**config.mk**
```make
export PLATFORM = sky130hd
export DESIGN_NAME = tbs_weights
export DESIGN_NICKNAME = d
export VERILOG_FILES = /design/src/hdl/treble_booster_stereo_defines.svh /design/src/hdl/tbs_pkg.sv /design/src/hdl/tbs_weights.sv
export SDC_FILE = /design/constraint.sdc
export NUM_CORES = 2
export LEC_CHECK = 0
export ABC_AREA = 1
export ABC_CLOCK_PERIOD_IN_PS = 10400
export BUFFER_PORTS_ARGS = -buffer_cell sky130_fd_sc_hd__buf_2
export CAP_MARGIN = 25
export CORE_MARGIN = 4
export CORE_UTILIZATION = 46
export CTS_BUF_LIST = sky130_fd_sc_hd__clkbuf_16
export DETAILED_ROUTE_END_ITERATION = 8
export PLACE_DENSITY = 0.71
export SLEW_MARGIN = 20
export SYNTH_ARGS = -nofsm -noshare
export SYNTH_HDL_FRONTEND = slang
export SYNTH_SLANG_ARGS = --single-unit
```
**constraint.sdc**
```tcl
create_clock -name clk -period 10.4 [get_ports clk]
set_clock_uncertainty 0.1 [all_clocks]
set_input_delay 1.56 -clock clk [delete_from_list [all_inputs] [get_ports clk]]
set_output_delay 1.56 -clock clk [all_outputs]
set_load 0.01 [all_outputs]
```
**src/hdl/treble_booster_stereo_defines.svh**
```systemverilog
// assertion macros for the treble booster blocks
// expects clk and rst_n in the scope where a macro is used
`ifndef TREBLE_BOOSTER_STEREO_DEFINES_SVH
`define TREBLE_BOOSTER_STEREO_DEFINES_SVH
`ifndef SYNTHESIS
// condition holds in the same cycle
`define TBS_ASSERT_HOLDS(label, cond, prop) \
  label: assert property (@(posedge clk) disable iff (!rst_n) (cond) |-> (prop)) \
    else $error("tbs check failed");
// condition leads to property in the next cycle
`define TBS_ASSERT_NEXT(label, cond, prop) \
  label: assert property (@(posedge clk) disable iff (!rst_n) (cond) |=> (prop)) \
    else $error("tbs check failed");
`else
`define TBS_ASSERT_HOLDS(label, cond, prop)
`define TBS_ASSERT_NEXT(label, cond, prop)
`endif
`endif

```
**src/hdl/tbs_pkg.sv**
```systemverilog
// shared types, constants and helper functions of the treble booster
// no dependencies; used by every other file of the block but the macros header
package tbs_pkg;

  localparam int SAMPLE_BITS    = 24;
  localparam int COEF_BITS      = 24;
  localparam int TANH_DEPTH     = 1024;
  localparam int FRAC_BITS      = SAMPLE_BITS - 1;
  localparam int WORD_BITS      = 32;
  localparam int BOOST_BITS     = 16;
  localparam int WT_BITS        = 18;
  localparam int WT_SHIFT       = 16;
  localparam int TANH_ADDR_BITS = $clog2(TANH_DEPTH + 1);
  localparam int TANH_LOG2      = $clog2(TANH_DEPTH);
  localparam int TANH_SHIFT     = FRAC_BITS + 3 - TANH_LOG2;
  localparam int OPB_A          = (COEF_BITS > WT_BITS) ? COEF_BITS : WT_BITS;
  localparam int OPB_BITS       = (OPB_A > TANH_SHIFT) ? OPB_A : TANH_SHIFT;
  localparam int PROD_BITS      = WORD_BITS + OPB_BITS + 1;
  localparam int ACC_BITS       = PROD_BITS + 2;
  localparam int CFG_BITS       = (COEF_BITS > BOOST_BITS) ? COEF_BITS : BOOST_BITS;
  localparam int CFG_IDX_BITS   = 3;

  // reset values of the registers
  localparam logic [BOOST_BITS-1:0] BOOST_RESET = BOOST_BITS'(32768);
  localparam logic [COEF_BITS-1:0]  IN_HP_RESET  = COEF_BITS'(15775600);
  localparam logic [COEF_BITS-1:0]  OUT_HP_RESET = COEF_BITS'(16616300);
  localparam logic [COEF_BITS-1:0]  BRIGHT_RESET = COEF_BITS'(2845900);
  localparam logic [COEF_BITS-1:0]  TOP_RESET    = COEF_BITS'(11875600);

  // weight curves, Q.16 base plus slope times boost (minus for wlow)
  localparam logic [31:0] KMIX_BASE   = 32'd38011;
  localparam logic [31:0] KMIX_SLOPE  = 32'd11796;
  localparam logic [31:0] WLOW_BASE   = 32'd27525;
  localparam logic [31:0] WLOW_SLOPE  = 32'd13107;
  localparam logic [31:0] WHIGH_BASE  = 32'd72090;
  localparam logic [31:0] WHIGH_SLOPE = 32'd108134;
  localparam logic [31:0] GAIN_BASE   = 32'd68813;
  localparam logic [31:0] GAIN_SLOPE  = 32'd134349;
  localparam logic [31:0] GAIN_SQ     = 32'd55706;
  localparam logic [31:0] POS_BASE    = 32'd51118;
  localparam logic [31:0] POS_SLOPE   = 32'd36045;
  localparam logic [31:0] NEG_BASE    = 32'd40632;
  localparam logic [31:0] NEG_SLOPE   = 32'd27525;
  localparam logic [31:0] LEVEL_BASE  = 32'd45875;
  localparam logic [31:0] LEVEL_SLOPE = 32'd26214;
  localparam logic [31:0] BIAS_SCALE  = 32'd103079215;
  localparam int          BIAS_SHIFT  = 48 - FRAC_BITS;

  localparam logic [63:0] QONE = 64'h1_0000_0000;

  // table step 16 / depth in Q.32
  localparam logic [63:0] TANH_STEP = (64'd16 << 32) / TANH_DEPTH;

  typedef logic signed [WORD_BITS-1:0]   word_t;
  typedef logic signed [SAMPLE_BITS-1:0] sample_t;
  typedef logic [COEF_BITS-1:0]          coef_t;
  typedef logic [WT_BITS-1:0]            weight_t;
  typedef logic [OPB_BITS-1:0]           opb_t;
  typedef logic signed [PROD_BITS-1:0]   prod_t;
  typedef logic signed [ACC_BITS-1:0]    acc_t;
  typedef logic [FRAC_BITS-1:0]          tanh_entry_t;
  typedef tanh_entry_t                   tanh_tab_t [TANH_DEPTH+1];

  typedef enum logic [CFG_IDX_BITS-1:0] {
    CFG_BOOST  = 3'd0,
    CFG_IN_HP  = 3'd1,
    CFG_OUT_HP = 3'd2,
    CFG_BRIGHT = 3'd3,
    CFG_TOP    = 3'd4
  } cfg_idx_t;

  typedef enum logic [1:0] {
    SH_COEF   = 2'd0,
    SH_WEIGHT = 2'd1,
    SH_TANH   = 2'd2
  } shift_t;

  typedef struct packed {
    weight_t kmix;
    weight_t wlow;
    weight_t whigh;
    weight_t gain;
    weight_t pos;
    weight_t neg;
    weight_t level;
    word_t   bias;
  } weights_t;

  typedef struct packed {
    logic    idle;
    logic    done;
    sample_t value;
  } lane_res_t;

  // saturate a wide accumulator to a signed word
  function automatic word_t sat_word(input acc_t v);
    logic hi_all, hi_none;
    hi_all  = &v[ACC_BITS-1:WORD_BITS-1];
    hi_none = ~|v[ACC_BITS-1:WORD_BITS-1];
    if (hi_all || hi_none) return v[WORD_BITS-1:0];
    else if (v[ACC_BITS-1]) return {1'b1, {(WORD_BITS-1){1'b0}}};
    else return {1'b0, {(WORD_BITS-1){1'b1}}};
  endfunction

  // saturate a word to the sample range
  function automatic sample_t sat_sample(input word_t v);
    logic hi_all, hi_none;
    hi_all  = &v[WORD_BITS-1:FRAC_BITS];
    hi_none = ~|v[WORD_BITS-1:FRAC_BITS];
    if (hi_all || hi_none) return v[SAMPLE_BITS-1:0];
    else if (v[WORD_BITS-1]) return {1'b1, {(SAMPLE_BITS-1){1'b0}}};
    else return {1'b0, {(SAMPLE_BITS-1){1'b1}}};
  endfunction

  // base plus rounded slope times boost, Q.16
  function automatic weight_t wq(input logic [31:0] c0, input logic [31:0] c1,
                                 input logic [BOOST_BITS-1:0] b);
    logic [47:0] p;
    p = 48'(c1) * 48'(b) + 48'd32768;
    return WT_BITS'(48'(c0) + (p >> BOOST_BITS));
  endfunction

  // rounded Q32.32 product
  function automatic logic [63:0] mulq(input logic [63:0] a, input logic [63:0] b);
    return (a * b + 64'h8000_0000) >> 32;
  endfunction

  // shift and subtract quotient, used only while building the table
  function automatic logic [63:0] udiv64(input logic [63:0] n, input logic [63:0] d);
    logic [63:0] q, r;
    q = '0;
    r = '0;
    for (int i = 63; i >= 0; i--) begin
      r = {r[62:0], n[i]};
      if (r >= d) begin
        r    = r - d;
        q[i] = 1'b1;
      end
    end
    return q;
  endfunction

  // tanh table over arguments 0..8, built at elaboration
  function automatic tanh_tab_t tanh_build();
    tanh_tab_t   tab;
    logic [63:0] tq, sum, term, r, e, base, num, val, cap;
    int unsigned kk;
    logic        have;
    tq   = TANH_STEP;
    sum  = QONE;
    term = QONE;
    cap  = (64'd1 << FRAC_BITS) - 64'd1;
    for (int n = 1; n <= 12; n++) begin
      term = udiv64(term * tq, 64'(n) << 32);
      if ((n & 1) != 0) sum = sum - term;
      else sum = sum + term;
    end
    r = sum;
    for (int k = 0; k <= TANH_DEPTH; k++) begin
      kk   = k;
      e    = QONE;
      have = 1'b0;
      base = r;
      while (kk != 0) begin
        if ((kk & 1) != 0) begin
          e    = have ? mulq(e, base) : base;
          have = 1'b1;
        end
        kk = kk >> 1;
        if (kk != 0) base = mulq(base, base);
      end
      num = (e >= QONE) ? 64'd0 : QONE - e;
      val = udiv64(num << FRAC_BITS, QONE + e);
      tab[k] = (val > cap) ? cap[FRAC_BITS-1:0] : val[FRAC_BITS-1:0];
    end
    return tab;
  endfunction

  localparam tanh_tab_t TANH_TABLE = tanh_build();

endpackage

```
**src/hdl/tbs_weights.sv**
```systemverilog
// boost-dependent weights, gain, drive, level and bias
// depends on tbs_pkg; registered, the gain's squared term passes b2_r then wts_r
module tbs_weights (
  input  logic                           clk,
  input  logic [tbs_pkg::BOOST_BITS-1:0] boost,
  output tbs_pkg::weights_t              wts
);

  logic [tbs_pkg::BOOST_BITS-1:0] b2_r;
  logic [32:0]                    b2_full;
  logic [47:0]                    sq_term;
  logic [47:0]                    bias_prod;
  tbs_pkg::weights_t              wts_r;
  tbs_pkg::weights_t              wts_nxt;

  // boost squared, Q0.16
  assign b2_full = 33'(boost) * 33'(boost) + 33'd32768;

  always_comb begin
    sq_term   = 48'(tbs_pkg::GAIN_SQ) * 48'(b2_r) + 48'd32768;
    bias_prod = 48'(tbs_pkg::BIAS_SCALE) * (48'd65536 + 48'(boost))
              + (48'd1 << (tbs_pkg::BIAS_SHIFT - 1));
    wts_nxt.kmix  = tbs_pkg::wq(tbs_pkg::KMIX_BASE, tbs_pkg::KMIX_SLOPE, boost);
    wts_nxt.wlow  = tbs_pkg::WT_BITS'(tbs_pkg::WLOW_BASE
                  - 32'((48'(tbs_pkg::WLOW_SLOPE) * 48'(boost) + 48'd32768) >> 16));
    wts_nxt.whigh = tbs_pkg::wq(tbs_pkg::WHIGH_BASE, tbs_pkg::WHIGH_SLOPE, boost);
    wts_nxt.gain  = tbs_pkg::wq(tbs_pkg::GAIN_BASE, tbs_pkg::GAIN_SLOPE, boost)
                  + tbs_pkg::WT_BITS'(sq_term >> 16);
    wts_nxt.pos   = tbs_pkg::wq(tbs_pkg::POS_BASE, tbs_pkg::POS_SLOPE, boost);
    wts_nxt.neg   = tbs_pkg::wq(tbs_pkg::NEG_BASE, tbs_pkg::NEG_SLOPE, boost);
    wts_nxt.level = tbs_pkg::wq(tbs_pkg::LEVEL_BASE, tbs_pkg::LEVEL_SLOPE, boost);
    wts_nxt.bias  = -$signed(tbs_pkg::WORD_BITS'(bias_prod >> tbs_pkg::BIAS_SHIFT));
  end

  always_ff @(posedge clk) begin
    b2_r  <= b2_full[31:16];
    wts_r <= wts_nxt;
  end

  assign wts = wts_r;

endmodule

```
-- Word level (Yosys, flattened, before mapping)
Cells that the tools add are included.
- bits in registers: 171
- input bits: 17
- output and inout port bits: 158
- word-level logic and storage cells: 39
- $add $sub $neg: 20
- $mul: 10
- operator list (kind ; count):
    $add A32 B16 Y33 const B ; 2
    $add A31 B16 Y32 const B ; 2
    $mul A16 B16 Y32 const A ; 2
    $add A30 B16 Y31 const B ; 2
    $mul A15 B16 Y31 const A ; 2
    $mul A14 B16 Y30 const A ; 2
    $add A45 B25 Y46 const B ; 1
    $mul A27 B18 Y45 const A ; 1
    $add A17 B18 Y18 const A ; 2
    $add A16 B16 Y17 const A ; 2
    $add A33 B16 Y34 const B ; 1
    $add A34 B16 Y34 const B ; 1
    $mul A18 B16 Y34 const A ; 1
    $add A32 B16 Y32 const B ; 1
    $mul A16 B16 Y32 ; 1
    $neg A21 Y32 ; 1
    $mul A12 B16 Y28 const A ; 1
    $add A16 B17 Y18 const A ; 1
    $add A17 B16 Y18 const A ; 1
    $add A18 B17 Y18 ; 1
    $add A16 B15 Y17 const A ; 1
    $sub A15 B15 Y16 const A ; 1

-- Depth between registers and ports, before layout
- depth after elaboration: 4
- depth in mapped cells: 40
- gate-level depth less buffers: 39

-- Least setup slack after synthesis
Ideal clock, no wire load.
- path type: input -> register
- start: in boost[4] (netlist bit)
- end: reg wts_r (netlist bit wts[102])
- setup time: 72 ps
- data arrival time: 8587 ps
- data required time: 10228 ps
- setup slack: 1642 ps
- cell stages on the path: 36
- path buffers: 1
- cell sequence: clkbuf_1 -> inv_1 -> ha_1 -> inv_1 -> ha_1 -> fa_1 -> inv_1 -> fa_1 -> inv_1 -> fa_1 -> fa_1 -> ha_1 -> a21o_1 -> a21oi_1 -> nand2_1 -> nand2_1 -> nand2_1 -> a21boi_0 -> o21ai_0 -> xnor2_1 -> ha_1 -> inv_1 -> ha_1 -> nand3_1 -> nand2_1 -> nand2_1 -> nand2_1 -> a21oi_1 -> o21ai_0 -> nand2_1 -> nand2_1 -> a21oi_1 -> o21ai_0 -> nand3_1 -> o21ai_0 -> xor2_1
- RTL lines (what ; RTL line ; RTL):
    start: declaration ; tbs_weights.sv:5 ; input logic [tbs_pkg::BOOST_BITS-1:0] boost,
    end signal: assignment ; tbs_weights.sv:37 ; wts_r <= wts_nxt;
    end: declaration ; tbs_weights.sv:13 ; tbs_pkg::weights_t wts_r;

==> impl_metrics.csv <==
group,metric,value,unit
logic_synthesis,syn_area,53200,um2
critical_path,cp-start-kind,"primary input",
grt,first_global_vias,45500,
grt,grt-ovfl-total,0,
route,via_per_inst,5.28,
outcome,status,"finished, final reports clean",
clock_network,cts_hold_buf,0,
critical_path,end_kind,"register",
floorplan,start_util,46.4,%
floorplan,coreArea,115000,um2
floorplan,rows,124,
timing,fin_crit,8.96,ns
grt,antenna_found_initial,6,
critical_path,critPathKind,"in2reg",
logic_synthesis,syn_avg_cell_area,7.91,um2
grt,grt_usage,28.8,%
placed_design,place.gp.congestion,1.07,
grt,grt_pass1_wl,266000,um
route,wirelength,172000,um
clock_network,cts.htree.levels,4,
timing,hold_viol,0,
clock_network,clock-root-buffer,"clkbuf_16",
floorplan,ios,175,
worst_hold_path,min_path_cells,9,
clock_network,cts_sinks,169,
route,drc,0,
clock_network,post_cts_buffers,0,
job,drv_cap,0,
placed_design,place_ws,0.960,ns
critical_path,rr_worst_depth,35,
route,drtIter0Drc,3393,
floorplan,dieArea,121000,um2
timing,setup_viol,0,
critical_path,required,10.78,ns
placed_design,io_buffers,171,
clock_network,ctsLongestPathBuffers,2,
grt,grt_start_max_net_pins,31,
critical_path,cp_max_fo,10,
clock_network,cts_tree,"yes",
timing,drv_slew,0,
logic_synthesis,synth_area_leaders,"fa_1 29%, ha_1 25%, inv_1 12%",
clock_network,cts_buffers,17,
timing,maxSlewHeadroom,33.1,%
critical_path,worstPathArrival,9.34,ns
logic_synthesis,yosys_register_bits,169,
floorplan,die_h,348,um
critical_path,critPathMaxStageDelay,0.66,ns
cells_and_area,seq_area,3380,um2
cells_and_area,fill_cells,11200,
placed_design,hpwl,150000,um
floorplan,dieWidth,348,um
cells_and_area,final-instance-count-excl-fill,8490,
cells_and_area,layout.cells.most_common_list,"1,645 x inv_1, 1,316 x nand2_1, 1,045 x ha_1",
timing,fmaxAchievable,112,MHz
route,postRouteAntennaNets,0,
timing,fin_crit_sh,86.1,%
logic_synthesis,synthDistinctLibCells,56,
critical_path,cp_common_cell,"nand2_1",
worst_hold_path,hp-class,"reg2reg",
timing,worst_slack,1.44,ns
route,dr_total_vias,44800,
route,wl_per_cell,20.3,um
logic_synthesis,synth_cells,6734,
timing,tns,0,ns
timing,worst_slew_pin_slew,1.00,ns
clock_network,clock_latency,0.55,ns
clock_network,clkTransAtPathRegs,0.08,ns
route,first_pass_iters,6,
clock_network,cts_resized,0,
timing,rsz0062_at_grt,"no",
cells_and_area,layout-drive-gt1-share,5.99,%
logic_synthesis,synth-seq-area-share,6.35,%
cells_and_area,fin_nets,8799,
logic_synthesis,yosys_warnings,0,
cells_and_area,syn_to_final_growth,6.93,%
logic_synthesis,synth_top_area_share,29.1,%
placed_design,post-place-cells,8455,
cells_and_area,multi_input_area,43500,um2
critical_path,cp_slowest_cell,"fa_1",
cells_and_area,final_common_cell,"inv_1",
logic_synthesis,synth_area_leader_cell,"fa_1",
## metrics by stage
| step | instance area, um2 | hold slack (ns) | util, % |
|---|---|---|---|
| CTS | 56900 | 1.56 | 49.6 |
| global placement | 56300 | 1.51 | 49.1 |
| detailed placement | 56300 | 1.56 | 49.1 |
| floorplan | 53300 | 1.18 | - |
| global route | 56900 | 1.69 | 49.6 |
| finish | 56900 | 1.53 | 49.7 |
## final cells by class
class	count	share of cell area, %
sequential	169	5.94
inverter	1657	10.9
multi-input combinational	4883	76.4
clock buffer	17	0.747
timing repair buffer	234	2.33
antenna	3	0.0132
clock inverter	15	0.288
tap	1512	3.32
## synth_stat cells (all sizes together)
cell type / count
o21bai: 31
nand4: 86
o21ai: 144
a211oi: 5
nand3: 281
mux2: 1
inv: 1657
nor2: 422
o31ai: 6
o2111ai: 3
fa: 775
nor3: 57
and3: 5
o21a: 11
ha: 1045
xor2: 154
nand3b: 11
dfxtp: 169
clkbuf: 17
buf: 12
or3b: 1
a21o: 27
a21boi: 8
nor4: 17
and2: 3
o211ai: 11
a21oi: 298
xnor2: 70
or2: 21
a31o: 1
a31oi: 20
conb: 2
nand2: 1361
a221oi: 2
## logic make-up (layout without fill, tap and decap cells)
logic type / Yosys count / after routing / share of synthesized area (%)
AOI/OAI and AO/OA: 567 / 567 / 5.93
xor gates and xnor gates: 224 / 224 / 3.80
adders and majority gates: 1820 / 1820 / 53.7
buffers and inverters: 1686 / 1923 / 12.0
DFF: 169 / 169 / 6.35
muxes: 1 / 1 / 0.0211
other: 2 / 9 / 0.0141
and+or+nand+nor: 2265 / 2265 / 18.2
## routing by layer
layer	GRT usage (%)	wire (um)	part of all wire, %
met5	0	11	0.0064
met4	12.6	8900	5.2
met3	6.79	14600	8.5
met2	46.1	76900	45
met1	37.3	72100	42
## critical path, delay by kind of cell
family	cells	cell delay [ns]
fa+ha+maj	9	3.92
simple gates	11	1.04
compound gates	8	1.59
xor+xnor	2	0.34
buf+inv	6	0.84
## flip-flops by register name (all words and copies together) (netlist names)
name  cells
wts     153
b2_r     16
## path summary, 6_finish.rpt
path,slack [ns],startpoint,endpoint
worst min-delay path,1.53,b2_r[14]$_DFF_P_,wts[103]$_DFF_P_
worst max register to register,2.39,b2_r[7]$_DFF_P_,wts[102]$_DFF_P_
worst min register to register,1.53,b2_r[14]$_DFF_P_,wts[103]$_DFF_P_
worst max-delay path,1.44,boost[1],wts[102]$_DFF_P_
Power is left out: the tool's default activity adds up to more than one toggle a clock period on the data nets, which glitch-free logic cannot reach.
