**config.mk**
```make
export PLATFORM = sky130hd
export DESIGN_NAME = tbs_merge_flat
export DESIGN_NICKNAME = d
export VERILOG_FILES = /design/src/hdl/treble_booster_stereo_defines.svh /design/src/hdl/tbs_pkg.sv /design/src/hdl/tbs_out_if.sv /design/src/hdl/tbs_merge.sv /design/src/flat_wrapper.sv
export SDC_FILE = /design/constraint.sdc
export NUM_CORES = 1
export LEC_CHECK = 0
export ABC_AREA = 0
export BUFFER_PORTS_ARGS = -buffer_cell sky130_fd_sc_hd__buf_4
export CAP_MARGIN = 10
export CORE_MARGIN = 2
export CORE_UTILIZATION = 43
export DETAILED_ROUTE_END_ITERATION = 7
export PLACE_DENSITY = 0.83
export SLEW_MARGIN = 20
export SYNTH_ARGS = -nofsm -noshare
export SYNTH_HDL_FRONTEND = slang
export SYNTH_SLANG_ARGS = --single-unit
export TNS_END_PERCENT = 100
```
**constraint.sdc**
```tcl
create_clock -name clk -period 3.78 [get_ports clk]
set_input_delay 0.756 -clock clk [delete_from_list [all_inputs] [get_ports clk]]
set_output_delay 0.756 -clock clk [all_outputs]
set_load 0.05 [all_outputs]
```
**src/hdl/treble_booster_stereo_defines.svh**
```systemverilog
// assertion macros for the treble booster blocks
// expects clk and rst_n in the scope where a macro is used
`ifndef TREBLE_BOOSTER_STEREO_DEFINES_SVH
`define TREBLE_BOOSTER_STEREO_DEFINES_SVH
`ifndef SYNTHESIS
// condition holds in the same cycle
`define TBS_ASSERT_HOLDS(label, cond, prop) \
  label: assert property (@(posedge clk) disable iff (!rst_n) (cond) |-> (prop)) \
    else $error("tbs check failed");
// condition leads to property in the next cycle
`define TBS_ASSERT_NEXT(label, cond, prop) \
  label: assert property (@(posedge clk) disable iff (!rst_n) (cond) |=> (prop)) \
    else $error("tbs check failed");
`else
`define TBS_ASSERT_HOLDS(label, cond, prop)
`define TBS_ASSERT_NEXT(label, cond, prop)
`endif
`endif

```
**src/hdl/tbs_pkg.sv**
```systemverilog
// shared types, constants and helper functions of the treble booster
// no dependencies; used by every other file of the block but the macros header
package tbs_pkg;

  localparam int SAMPLE_BITS    = 24;
  localparam int COEF_BITS      = 24;
  localparam int TANH_DEPTH     = 1024;
  localparam int FRAC_BITS      = SAMPLE_BITS - 1;
  localparam int WORD_BITS      = 32;
  localparam int BOOST_BITS     = 16;
  localparam int WT_BITS        = 18;
  localparam int WT_SHIFT       = 16;
  localparam int TANH_ADDR_BITS = $clog2(TANH_DEPTH + 1);
  localparam int TANH_LOG2      = $clog2(TANH_DEPTH);
  localparam int TANH_SHIFT     = FRAC_BITS + 3 - TANH_LOG2;
  localparam int OPB_A          = (COEF_BITS > WT_BITS) ? COEF_BITS : WT_BITS;
  localparam int OPB_BITS       = (OPB_A > TANH_SHIFT) ? OPB_A : TANH_SHIFT;
  localparam int PROD_BITS      = WORD_BITS + OPB_BITS + 1;
  localparam int ACC_BITS       = PROD_BITS + 2;
  localparam int CFG_BITS       = (COEF_BITS > BOOST_BITS) ? COEF_BITS : BOOST_BITS;
  localparam int CFG_IDX_BITS   = 3;

  // reset values of the registers
  localparam logic [BOOST_BITS-1:0] BOOST_RESET = BOOST_BITS'(32768);
  localparam logic [COEF_BITS-1:0]  IN_HP_RESET  = COEF_BITS'(15775600);
  localparam logic [COEF_BITS-1:0]  OUT_HP_RESET = COEF_BITS'(16616300);
  localparam logic [COEF_BITS-1:0]  BRIGHT_RESET = COEF_BITS'(2845900);
  localparam logic [COEF_BITS-1:0]  TOP_RESET    = COEF_BITS'(11875600);

  // weight curves, Q.16 base plus slope times boost (minus for wlow)
  localparam logic [31:0] KMIX_BASE   = 32'd38011;
  localparam logic [31:0] KMIX_SLOPE  = 32'd11796;
  localparam logic [31:0] WLOW_BASE   = 32'd27525;
  localparam logic [31:0] WLOW_SLOPE  = 32'd13107;
  localparam logic [31:0] WHIGH_BASE  = 32'd72090;
  localparam logic [31:0] WHIGH_SLOPE = 32'd108134;
  localparam logic [31:0] GAIN_BASE   = 32'd68813;
  localparam logic [31:0] GAIN_SLOPE  = 32'd134349;
  localparam logic [31:0] GAIN_SQ     = 32'd55706;
  localparam logic [31:0] POS_BASE    = 32'd51118;
  localparam logic [31:0] POS_SLOPE   = 32'd36045;
  localparam logic [31:0] NEG_BASE    = 32'd40632;
  localparam logic [31:0] NEG_SLOPE   = 32'd27525;
  localparam logic [31:0] LEVEL_BASE  = 32'd45875;
  localparam logic [31:0] LEVEL_SLOPE = 32'd26214;
  localparam logic [31:0] BIAS_SCALE  = 32'd103079215;
  localparam int          BIAS_SHIFT  = 48 - FRAC_BITS;

  localparam logic [63:0] QONE = 64'h1_0000_0000;

  // table step 16 / depth in Q.32
  localparam logic [63:0] TANH_STEP = (64'd16 << 32) / TANH_DEPTH;

  typedef logic signed [WORD_BITS-1:0]   word_t;
  typedef logic signed [SAMPLE_BITS-1:0] sample_t;
  typedef logic [COEF_BITS-1:0]          coef_t;
  typedef logic [WT_BITS-1:0]            weight_t;
  typedef logic [OPB_BITS-1:0]           opb_t;
  typedef logic signed [PROD_BITS-1:0]   prod_t;
  typedef logic signed [ACC_BITS-1:0]    acc_t;
  typedef logic [FRAC_BITS-1:0]          tanh_entry_t;
  typedef tanh_entry_t                   tanh_tab_t [TANH_DEPTH+1];

  typedef enum logic [CFG_IDX_BITS-1:0] {
    CFG_BOOST  = 3'd0,
    CFG_IN_HP  = 3'd1,
    CFG_OUT_HP = 3'd2,
    CFG_BRIGHT = 3'd3,
    CFG_TOP    = 3'd4
  } cfg_idx_t;

  typedef enum logic [1:0] {
    SH_COEF   = 2'd0,
    SH_WEIGHT = 2'd1,
    SH_TANH   = 2'd2
  } shift_t;

  typedef struct packed {
    weight_t kmix;
    weight_t wlow;
    weight_t whigh;
    weight_t gain;
    weight_t pos;
    weight_t neg;
    weight_t level;
    word_t   bias;
  } weights_t;

  typedef struct packed {
    logic    idle;
    logic    done;
    sample_t value;
  } lane_res_t;

  // saturate a wide accumulator to a signed word
  function automatic word_t sat_word(input acc_t v);
    logic hi_all, hi_none;
    hi_all  = &v[ACC_BITS-1:WORD_BITS-1];
    hi_none = ~|v[ACC_BITS-1:WORD_BITS-1];
    if (hi_all || hi_none) return v[WORD_BITS-1:0];
    else if (v[ACC_BITS-1]) return {1'b1, {(WORD_BITS-1){1'b0}}};
    else return {1'b0, {(WORD_BITS-1){1'b1}}};
  endfunction

  // saturate a word to the sample range
  function automatic sample_t sat_sample(input word_t v);
    logic hi_all, hi_none;
    hi_all  = &v[WORD_BITS-1:FRAC_BITS];
    hi_none = ~|v[WORD_BITS-1:FRAC_BITS];
    if (hi_all || hi_none) return v[SAMPLE_BITS-1:0];
    else if (v[WORD_BITS-1]) return {1'b1, {(SAMPLE_BITS-1){1'b0}}};
    else return {1'b0, {(SAMPLE_BITS-1){1'b1}}};
  endfunction

  // base plus rounded slope times boost, Q.16
  function automatic weight_t wq(input logic [31:0] c0, input logic [31:0] c1,
                                 input logic [BOOST_BITS-1:0] b);
    logic [47:0] p;
    p = 48'(c1) * 48'(b) + 48'd32768;
    return WT_BITS'(48'(c0) + (p >> BOOST_BITS));
  endfunction

  // rounded Q32.32 product
  function automatic logic [63:0] mulq(input logic [63:0] a, input logic [63:0] b);
    return (a * b + 64'h8000_0000) >> 32;
  endfunction

  // shift and subtract quotient, used only while building the table
  function automatic logic [63:0] udiv64(input logic [63:0] n, input logic [63:0] d);
    logic [63:0] q, r;
    q = '0;
    r = '0;
    for (int i = 63; i >= 0; i--) begin
      r = {r[62:0], n[i]};
      if (r >= d) begin
        r    = r - d;
        q[i] = 1'b1;
      end
    end
    return q;
  endfunction

  // tanh table over arguments 0..8, built at elaboration
  function automatic tanh_tab_t tanh_build();
    tanh_tab_t   tab;
    logic [63:0] tq, sum, term, r, e, base, num, val, cap;
    int unsigned kk;
    logic        have;
    tq   = TANH_STEP;
    sum  = QONE;
    term = QONE;
    cap  = (64'd1 << FRAC_BITS) - 64'd1;
    for (int n = 1; n <= 12; n++) begin
      term = udiv64(term * tq, 64'(n) << 32);
      if ((n & 1) != 0) sum = sum - term;
      else sum = sum + term;
    end
    r = sum;
    for (int k = 0; k <= TANH_DEPTH; k++) begin
      kk   = k;
      e    = QONE;
      have = 1'b0;
      base = r;
      while (kk != 0) begin
        if ((kk & 1) != 0) begin
          e    = have ? mulq(e, base) : base;
          have = 1'b1;
        end
        kk = kk >> 1;
        if (kk != 0) base = mulq(base, base);
      end
      num = (e >= QONE) ? 64'd0 : QONE - e;
      val = udiv64(num << FRAC_BITS, QONE + e);
      tab[k] = (val > cap) ? cap[FRAC_BITS-1:0] : val[FRAC_BITS-1:0];
    end
    return tab;
  endfunction

  localparam tanh_tab_t TANH_TABLE = tanh_build();

endpackage

```
**src/hdl/tbs_out_if.sv**
```systemverilog
// request channel carrying one processed stereo pair
// depends on tbs_pkg for the sample type
interface tbs_out_if;
  logic             valid;
  logic             ready;
  tbs_pkg::sample_t out_left;
  tbs_pkg::sample_t out_right;

  modport source (output valid, output out_left, output out_right, input ready);
  modport sink   (input valid, input out_left, input out_right, output ready);
endinterface

```
**src/hdl/tbs_merge.sv**
```systemverilog
// joins the two lane results into the output register
// depends on tbs_pkg and tbs_out_if
module tbs_merge (
  input  logic               clk,
  input  logic               rst_n,
  input  tbs_pkg::lane_res_t left_res,
  input  tbs_pkg::lane_res_t right_res,
  output logic               take,
  tbs_out_if.source          out_ch
);

  logic             valid_r;
  tbs_pkg::sample_t left_r, right_r;
  logic             load;

  // load once both lanes finish and the register is free
  assign load = left_res.done && right_res.done && (!valid_r || out_ch.ready);
  assign take = load;

  always_ff @(posedge clk) begin
    if (!rst_n) valid_r <= 1'b0;
    else if (load) valid_r <= 1'b1;
    else if (out_ch.ready) valid_r <= 1'b0;
  end

  always_ff @(posedge clk) begin
    if (load) begin
      left_r  <= left_res.value;
      right_r <= right_res.value;
    end
  end

  assign out_ch.valid     = valid_r;
  assign out_ch.out_left  = left_r;
  assign out_ch.out_right = right_r;

endmodule

```
**src/flat_wrapper.sv**
```systemverilog
// flat-port wrapper written by rule: the top's interface ports become plain ports
module tbs_merge_flat 
  (clk, rst_n, left_res, right_res, take, out_ch_valid, out_ch_out_left, out_ch_out_right, out_ch_ready);
  tbs_out_if out_ch_i ();
  input  logic clk;
  input  logic rst_n;
  input  tbs_pkg::lane_res_t left_res;
  input  tbs_pkg::lane_res_t right_res;
  output logic take;
  output wire logic [$bits(out_ch_i.valid)-1:0] out_ch_valid;
  output wire logic [$bits(out_ch_i.out_left)-1:0] out_ch_out_left;
  output wire logic [$bits(out_ch_i.out_right)-1:0] out_ch_out_right;
  input wire logic [$bits(out_ch_i.ready)-1:0] out_ch_ready;
  assign out_ch_valid = out_ch_i.valid;
  assign out_ch_out_left = out_ch_i.out_left;
  assign out_ch_out_right = out_ch_i.out_right;
  assign out_ch_i.ready = out_ch_ready;
  tbs_merge u_core (.clk(clk), .rst_n(rst_n), .left_res(left_res), .right_res(right_res), .take(take), .out_ch(out_ch_i));
endmodule
```
# After elaboration in Yosys (flattened, before gate mapping)

Cells that the tools add are included.

Muxes and demuxes: 2
Reduce and logical (&&, ||, !) cells: 5

Operators with widths:

| operator           | count |
|---|---|
| 1-bit logical AND  | 2 |
| 1-bit 2-to-1 mux   | 2 |
| 2-bit nonzero test | 1 |
| 1-bit logical NOT  | 1 |
| 1-bit logical OR   | 1 |

Register bits: 49
Input bits: 55
Output and inout bits: 50
Logic and storage cells: 10

# Depth between registers and ports, before layout

Gate-level depths: netlist of the first run.

Depth after elaboration: 4
Gate-level depth with buffers: 2
Mapped depth without buffers: 2

# Least setup slack after synthesis of the first run

OpenSTA, ideal clock, no wires.

Path kind: input to output
Start: input port out_ch_ready
End: output port take
Arrival: 1.892 ns
Data required time: 3.024 ns
Setup slack: 1.132 ns
Stages: 2
Path buffers: 0
Cell sequence: nand2b_1 -> nor2b_4

Cells in the longest elaborated chain, start to end: 2

RTL lines:

| element           | RTL line           | text |
|---|---|---|
| start, declared   | flat_wrapper.sv:13 | `input wire logic [$bits(out_ch_i.ready)-1:0] out_ch_ready;` |
| 1-bit logical OR  | tbs_merge.sv:17    | `assign load = left_res.done && right_res.done && (!valid_r \|\| out_ch.ready);` |
| 1-bit logical AND | tbs_merge.sv:17    |  |
| end, declared     | flat_wrapper.sv:9  | `output logic take;` |

No other way between the ends.

# Worst setup path in the final report of the first run

Ends and elaborated chain as after synthesis.

==> flow_summary.toml, run 1 <==
[grt]
antenna_found_initial = 0
grt_max_degree = 49
grt_pass1_vias = 947
grtUsageTotal_pct = 16.07
grt_pass1_wl_um = 4574
grt_overflow_total = 0

[synth]
yosysSeqAreaShare_pct = 97.66
synth.most_common_cell = "edfxtp_1"
async_reset_ff_share_pct = 0
syn_area_mm2 = 0.001496
yosysWarningCount = 0
synth_seq_cells = 49
synth_nets = 108
synthCells = 53
synth_ff_type = "edfxtp_1"
avgSynthCellArea_um2 = 28.23
yosysTopAreaCellShare_pct = 96.32
synth.distinct_cells = 6
yosysTopAreaCell = "edfxtp_1"
synth_enable_flop_cells = 48
synth_area_leaders = "edfxtp_1 96%, dfxtp_1 1.3%, nor2b_4 0.92%"

[worst_setup_path]
crit_required_ns = 3.02
cp-end-kind = "primary output"
crit_type = "in -> out"
arrival_ns = 1.36
path_max_fanout = 2
critPathLaunchType = "primary input"

[clock_tree]
clock_path_buffers = 2
cts_resized = 0
cts_hold_buf = 0
clk_pin_slew_worst_paths_ns = 0.12
cts_inserted_buffers = 5
cts_tree = "done"
cts_max_level = 2
cts.sinks = 49
root_buffer = "clkbuf_4"
post_cts_buffers = 0
clk_latency_ns = 0.35

[route]
vias = 932
wire_per_inst_um = 14.19
drcViolationCount = 0
firstDrtPassIters = 4
vias_per_cell = 4.438
wirelength_um = 2980
drt_iter0_drc = 23
ant_nets = 0

[placed_design]
port_buffers = 102
pre_cts_slack_ns = 1.663
gp_congestion = 0.7335
place_inst = 202

[power_and_ir_drop]
p_per_area_mw_per_mm2 = 474.1
power_uw = 1152
irDropWorstVdd_mv = 0.4034
p_leak_uw = 0.001026

[finish]
multi_input_area_um2 = 35.03
stdcell_count = 210
area.growth.synth_to_final_pct = 62.37
nets = 218
seq_area_mm2 = 0.001461
final_core_util_pct = 72.82
fillCellCount = 212
num_antenna_cells = 0
drive_gt1_share_pct = 68.90

[floorplan]
rows = 21
fp.dieH_um = 62.99
initial_core_util_pct = 44.84
core_mm2 = 0.003337
dieArea_mm2 = 0.003968
io_pins = 105
fp.dieW_um = 62.99

[sta]
fin_setup_tns_ns = 0
slew_violations = 0
setup_ws_ns = 1.666
period_share_pct = 55.93
hold_viol_final = 0
rsz0062_at_grt = "false"
clock.fmax_ghz = 0.4730
finalSetupViolations = 0
slew_headroom_pct = 62.92
post-route-min-period_ns = 2.114
skew_ns = 0.005823
worstMarginPinSlew_ns = 0.5562

[flow_run]
cap_violations = 0

[outcome]
status = "completed"

[worst_hold_path]
hold_class = "reg -> reg"
kinds of logic (layout without fill, tap and decap cells):
family                 count (synthesis)  after routing  share of synthesized area, %
AO/OA/AOI/OAI                          1              1                        0.7525
buffers and inverters                  0            111                             0
AND/OR/NAND/NOR                        3              3                         1.588
flip-flops                            49             49                         97.66
final cells by class:
type	instances	area share [%]
multi-input cells	4	1.442
clock inverters	3	2.678
well taps	46	2.369
repair buffers	103	31.82
clock buffers	5	1.545
flip-flops and latches	49	60.14
layer usage:
metal	routed length, um	global-route usage [%]	vias to the layer above
li1	-	-	431
met3	512	12.43	5
met1	902	14.88	424
met2	1529	26.86	72
met4	36	5.000	0
met5	0	0	-
worst max-delay path, stage by stage:
cell and delay (ns):
buf_4 0.10, nand2b_1 0.17, nor2b_4 0.14, buf_4 0.18
where the power goes:
| part | internal, uW | total, uW | switching, uW |
|---|---|---|---|
| clock | 205 | 355 | 150 |
| sequential | 624 | 630 | 6.16 |
| combinational | 62.6 | 167 | 104 |
path summary, 6_finish.rpt:
kind | end | startpoint | cells past startpoint | slack [ns]
worst min register to register | u_core.out_ch.valid | u_core.out_ch.valid | 2 | 0.55
worst max-delay path | take | out_ch_ready | 4 | 1.67
worst max register to register | u_core.out_ch.out_left[18] | u_core.out_ch.valid | 3 | 2.32
worst min-delay path | u_core.out_ch.valid | u_core.out_ch.valid | 2 | 0.55
stage by stage:
| step | instance area (um2) | hold slack [ns] |
|---|---|---|
| floorplan | 1496 | 0.7348 |
| global placement | 2327 | 0.4922 |
| detailed placement | 2327 | 0.5357 |
| CTS | 2430 | 0.5513 |
| global route | 2430 | 0.5334 |
| finish | 2430 | 0.5516 |
registers in the layout, indices dropped and copies added, names as in the netlist:
name	flops
u_core.out_ch.out_left	24
u_core.out_ch.out_right	24
u_core.out_ch.valid	1
layout by cell type, fill, tap and decap left out, drive strengths merged:
| cell | synthesis | layout |
|---|---|---|
| edfxtp | 48 | 48 |
| nor2b | 1 | 1 |
| buf | 0 | 103 |
| a21boi | 1 | 1 |
| nand2 | 1 | 1 |
| nand2b | 1 | 1 |
| clkinv | 0 | 1 |
| clkbuf | 0 | 5 |
| dfxtp | 1 | 1 |
| bufinv | 0 | 2 |
(Power assumes the default switching activity.)
==> run 2: changes to the inputs <==
- CORE_UTILIZATION: 43 -> 40
- PLACE_DENSITY: 0.83 -> 0.78
- clock period: 3.78 -> 2.2 ns (I/O delays scaled with it)
==> flow_summary.toml, run 2 (synthesized netlist as in run 1, its figures left out) <==
[floorplan]
core_mm2 = 0.003633
fp.dieH_um = 65.17
rows = 22
io_pins = 105
fp.dieW_um = 65.17
dieArea_mm2 = 0.004246
initial_core_util_pct = 41.18

[power_and_ir_drop]
pwr-share-clk_pct = 30.7
power_uw = 1980
power_frac_comb_pct = 14.6
p_per_area_mw_per_mm2 = 809.9
internal_power_uw = 1518
p_leak_uw = 0.001031
p_sw_share_pct = 23.34
irDropWorstVdd_mv = 0.5621
switchingPower_uw = 462.2
p_seq_share_pct = 54.7

[grt]
antenna_found_initial = 0
grt_overflow_total = 0
grt_pass1_wl_um = 4326
grt_pass1_vias = 970
grt_max_degree = 26
grtUsageTotal_pct = 14.83

[clock_tree]
cts_max_level = 2
cts_inserted_buffers = 5
post_cts_buffers = 0
clk_latency_ns = 0.29
cts_hold_buf = 0
cts_resized = 0
clock_path_buffers = 2
root_buffer = "clkbuf_8"
cts_tree = "done"
cts.sinks = 49
clk_pin_slew_worst_paths_ns = 0.09

[worst_setup_path]
ff2ff_setup_slack_ns = 0.95
r2r_start = "u_core.out_ch.valid"
slowest_delay_ns = 0.32
rr_endpoint = "u_core.out_ch.out_left[16]"
critPathLaunchType = "flop"
reg2reg_depth = 3
path_max_fanout = 3
cp-startpoint = "u_core.out_ch.valid"
crit_type = "reg -> out"
endpoint = "take"
crit_chain = "nand2b_1, nor2b_4, buf_4"
cp_slowest_cell = "dfxtp_1"
crit_required_ns = 1.76
cp-end-kind = "primary output"
arrival_ns = 1.10

[finish]
final_common_cell = "buf_4"
nets = 219
num_antenna_cells = 0
stdcell_count = 213
drive_gt1_share_pct = 68.48
area.growth.synth_to_final_pct = 63.38
final_cell_mix = "104 x buf_4, 48 x edfxtp_1, 5 x clkbuf_8"

[sta]
post-route-min-period_ns = 1.535
rsz0062_at_grt = "false"
slew_headroom_pct = 79.08
slew_violations = 0
hold_viol_final = 0
fin_setup_tns_ns = 0
worstMarginPinSlew_ns = 0.3138
finalSetupViolations = 0
period_share_pct = 69.78
clock.fmax_ghz = 0.6514
skew_ns = 0.006998

[route]
vias_per_cell = 4.329
drcViolationCount = 0
vias = 922
ant_nets = 0
drt_iter0_drc = 22
firstDrtPassIters = 3
wirelength_um = 3057
wire_per_inst_um = 14.35

[placed_design]
place_inst = 205
port_buffers = 102
gp_congestion = 0.7068

[outcome]
status = "completed"

[flow_run]
cap_violations = 0

[worst_hold_path]
hold_class = "in -> reg"
## run 2: cell types whose count changed in the layout (fill, tap and decap cells not counted)
cell / delta
clkbuf_1: +1
clkbuf_4: -5
buf_4: +1
bufinv_16: -1
clkbuf_8: +5
## run 2: worst min path at each step
stage / startpoint / endpoint / slack (ns) / depth (start not counted)
5_1_grt: right_res[1] / u_core.out_ch.out_right[1] / 0.29 / 1
4_1_cts: right_res[1] / u_core.out_ch.out_right[1] / 0.30 / 1
6_report: right_res[23] / u_core.out_ch.out_right[23] / 0.31 / 1
2_1_floorplan: left_res[0] / u_core.out_ch.out_left[0] / 0.54 / 0
3_3_place_gp: u_core.out_ch.valid / u_core.out_ch.valid / 0.49 / 2
3_5_place_dp: u_core.out_ch.valid / u_core.out_ch.valid / 0.52 / 2
## run 2: final cells by class
cell class	instances	area [um2]
fillers	271	1189
repair buffers	104	780.7
clock buffers	6	72.57
flip-flops and latches	49	1461
multi-input cells	4	35.03
clock inverters	2	35.03
well taps	48	60.06
## run 2: metrics by stage
step	util, %	area [um2]	hold WS (ns)	setup slack [ns]
after floorplan	-	1496	0.5389	0.1034
after global placement	64.33	2337	0.4920	0.7417
after detailed placement	64.33	2337	0.5161	0.7170
after CTS	67.29	2445	0.3021	0.6503
after global routing	67.29	2445	0.2879	0.5971
final	67.29	2445	0.3139	0.6649
## run 2: critical path: cells and delay by family, from the launching register on
| kind | cells | cell delay (ns) |
|---|---|---|
| flops | 1 | 0.32 |
| buf+inv | 1 | 0.21 |
| simple gates | 2 | 0.27 |
## run 2: metal layers
layer,GRT usage [%],routed length [um]
met5,0,0
met4,9.375,60
met3,8.904,457
met2,24.11,1552
met1,14.06,986
## run 2: power groups by stage
stage | sequential (uW) | clock (uW) | combinational (uW)
final | 1080 | 608 | 289
after global routing | 1090 | 671 | 301
after CTS | 1080 | 626 | 292
after detailed placement | 1100 | 0 | 292
after global placement | 1100 | 0 | 287
after floorplan | 1240 | 0 | 21.5
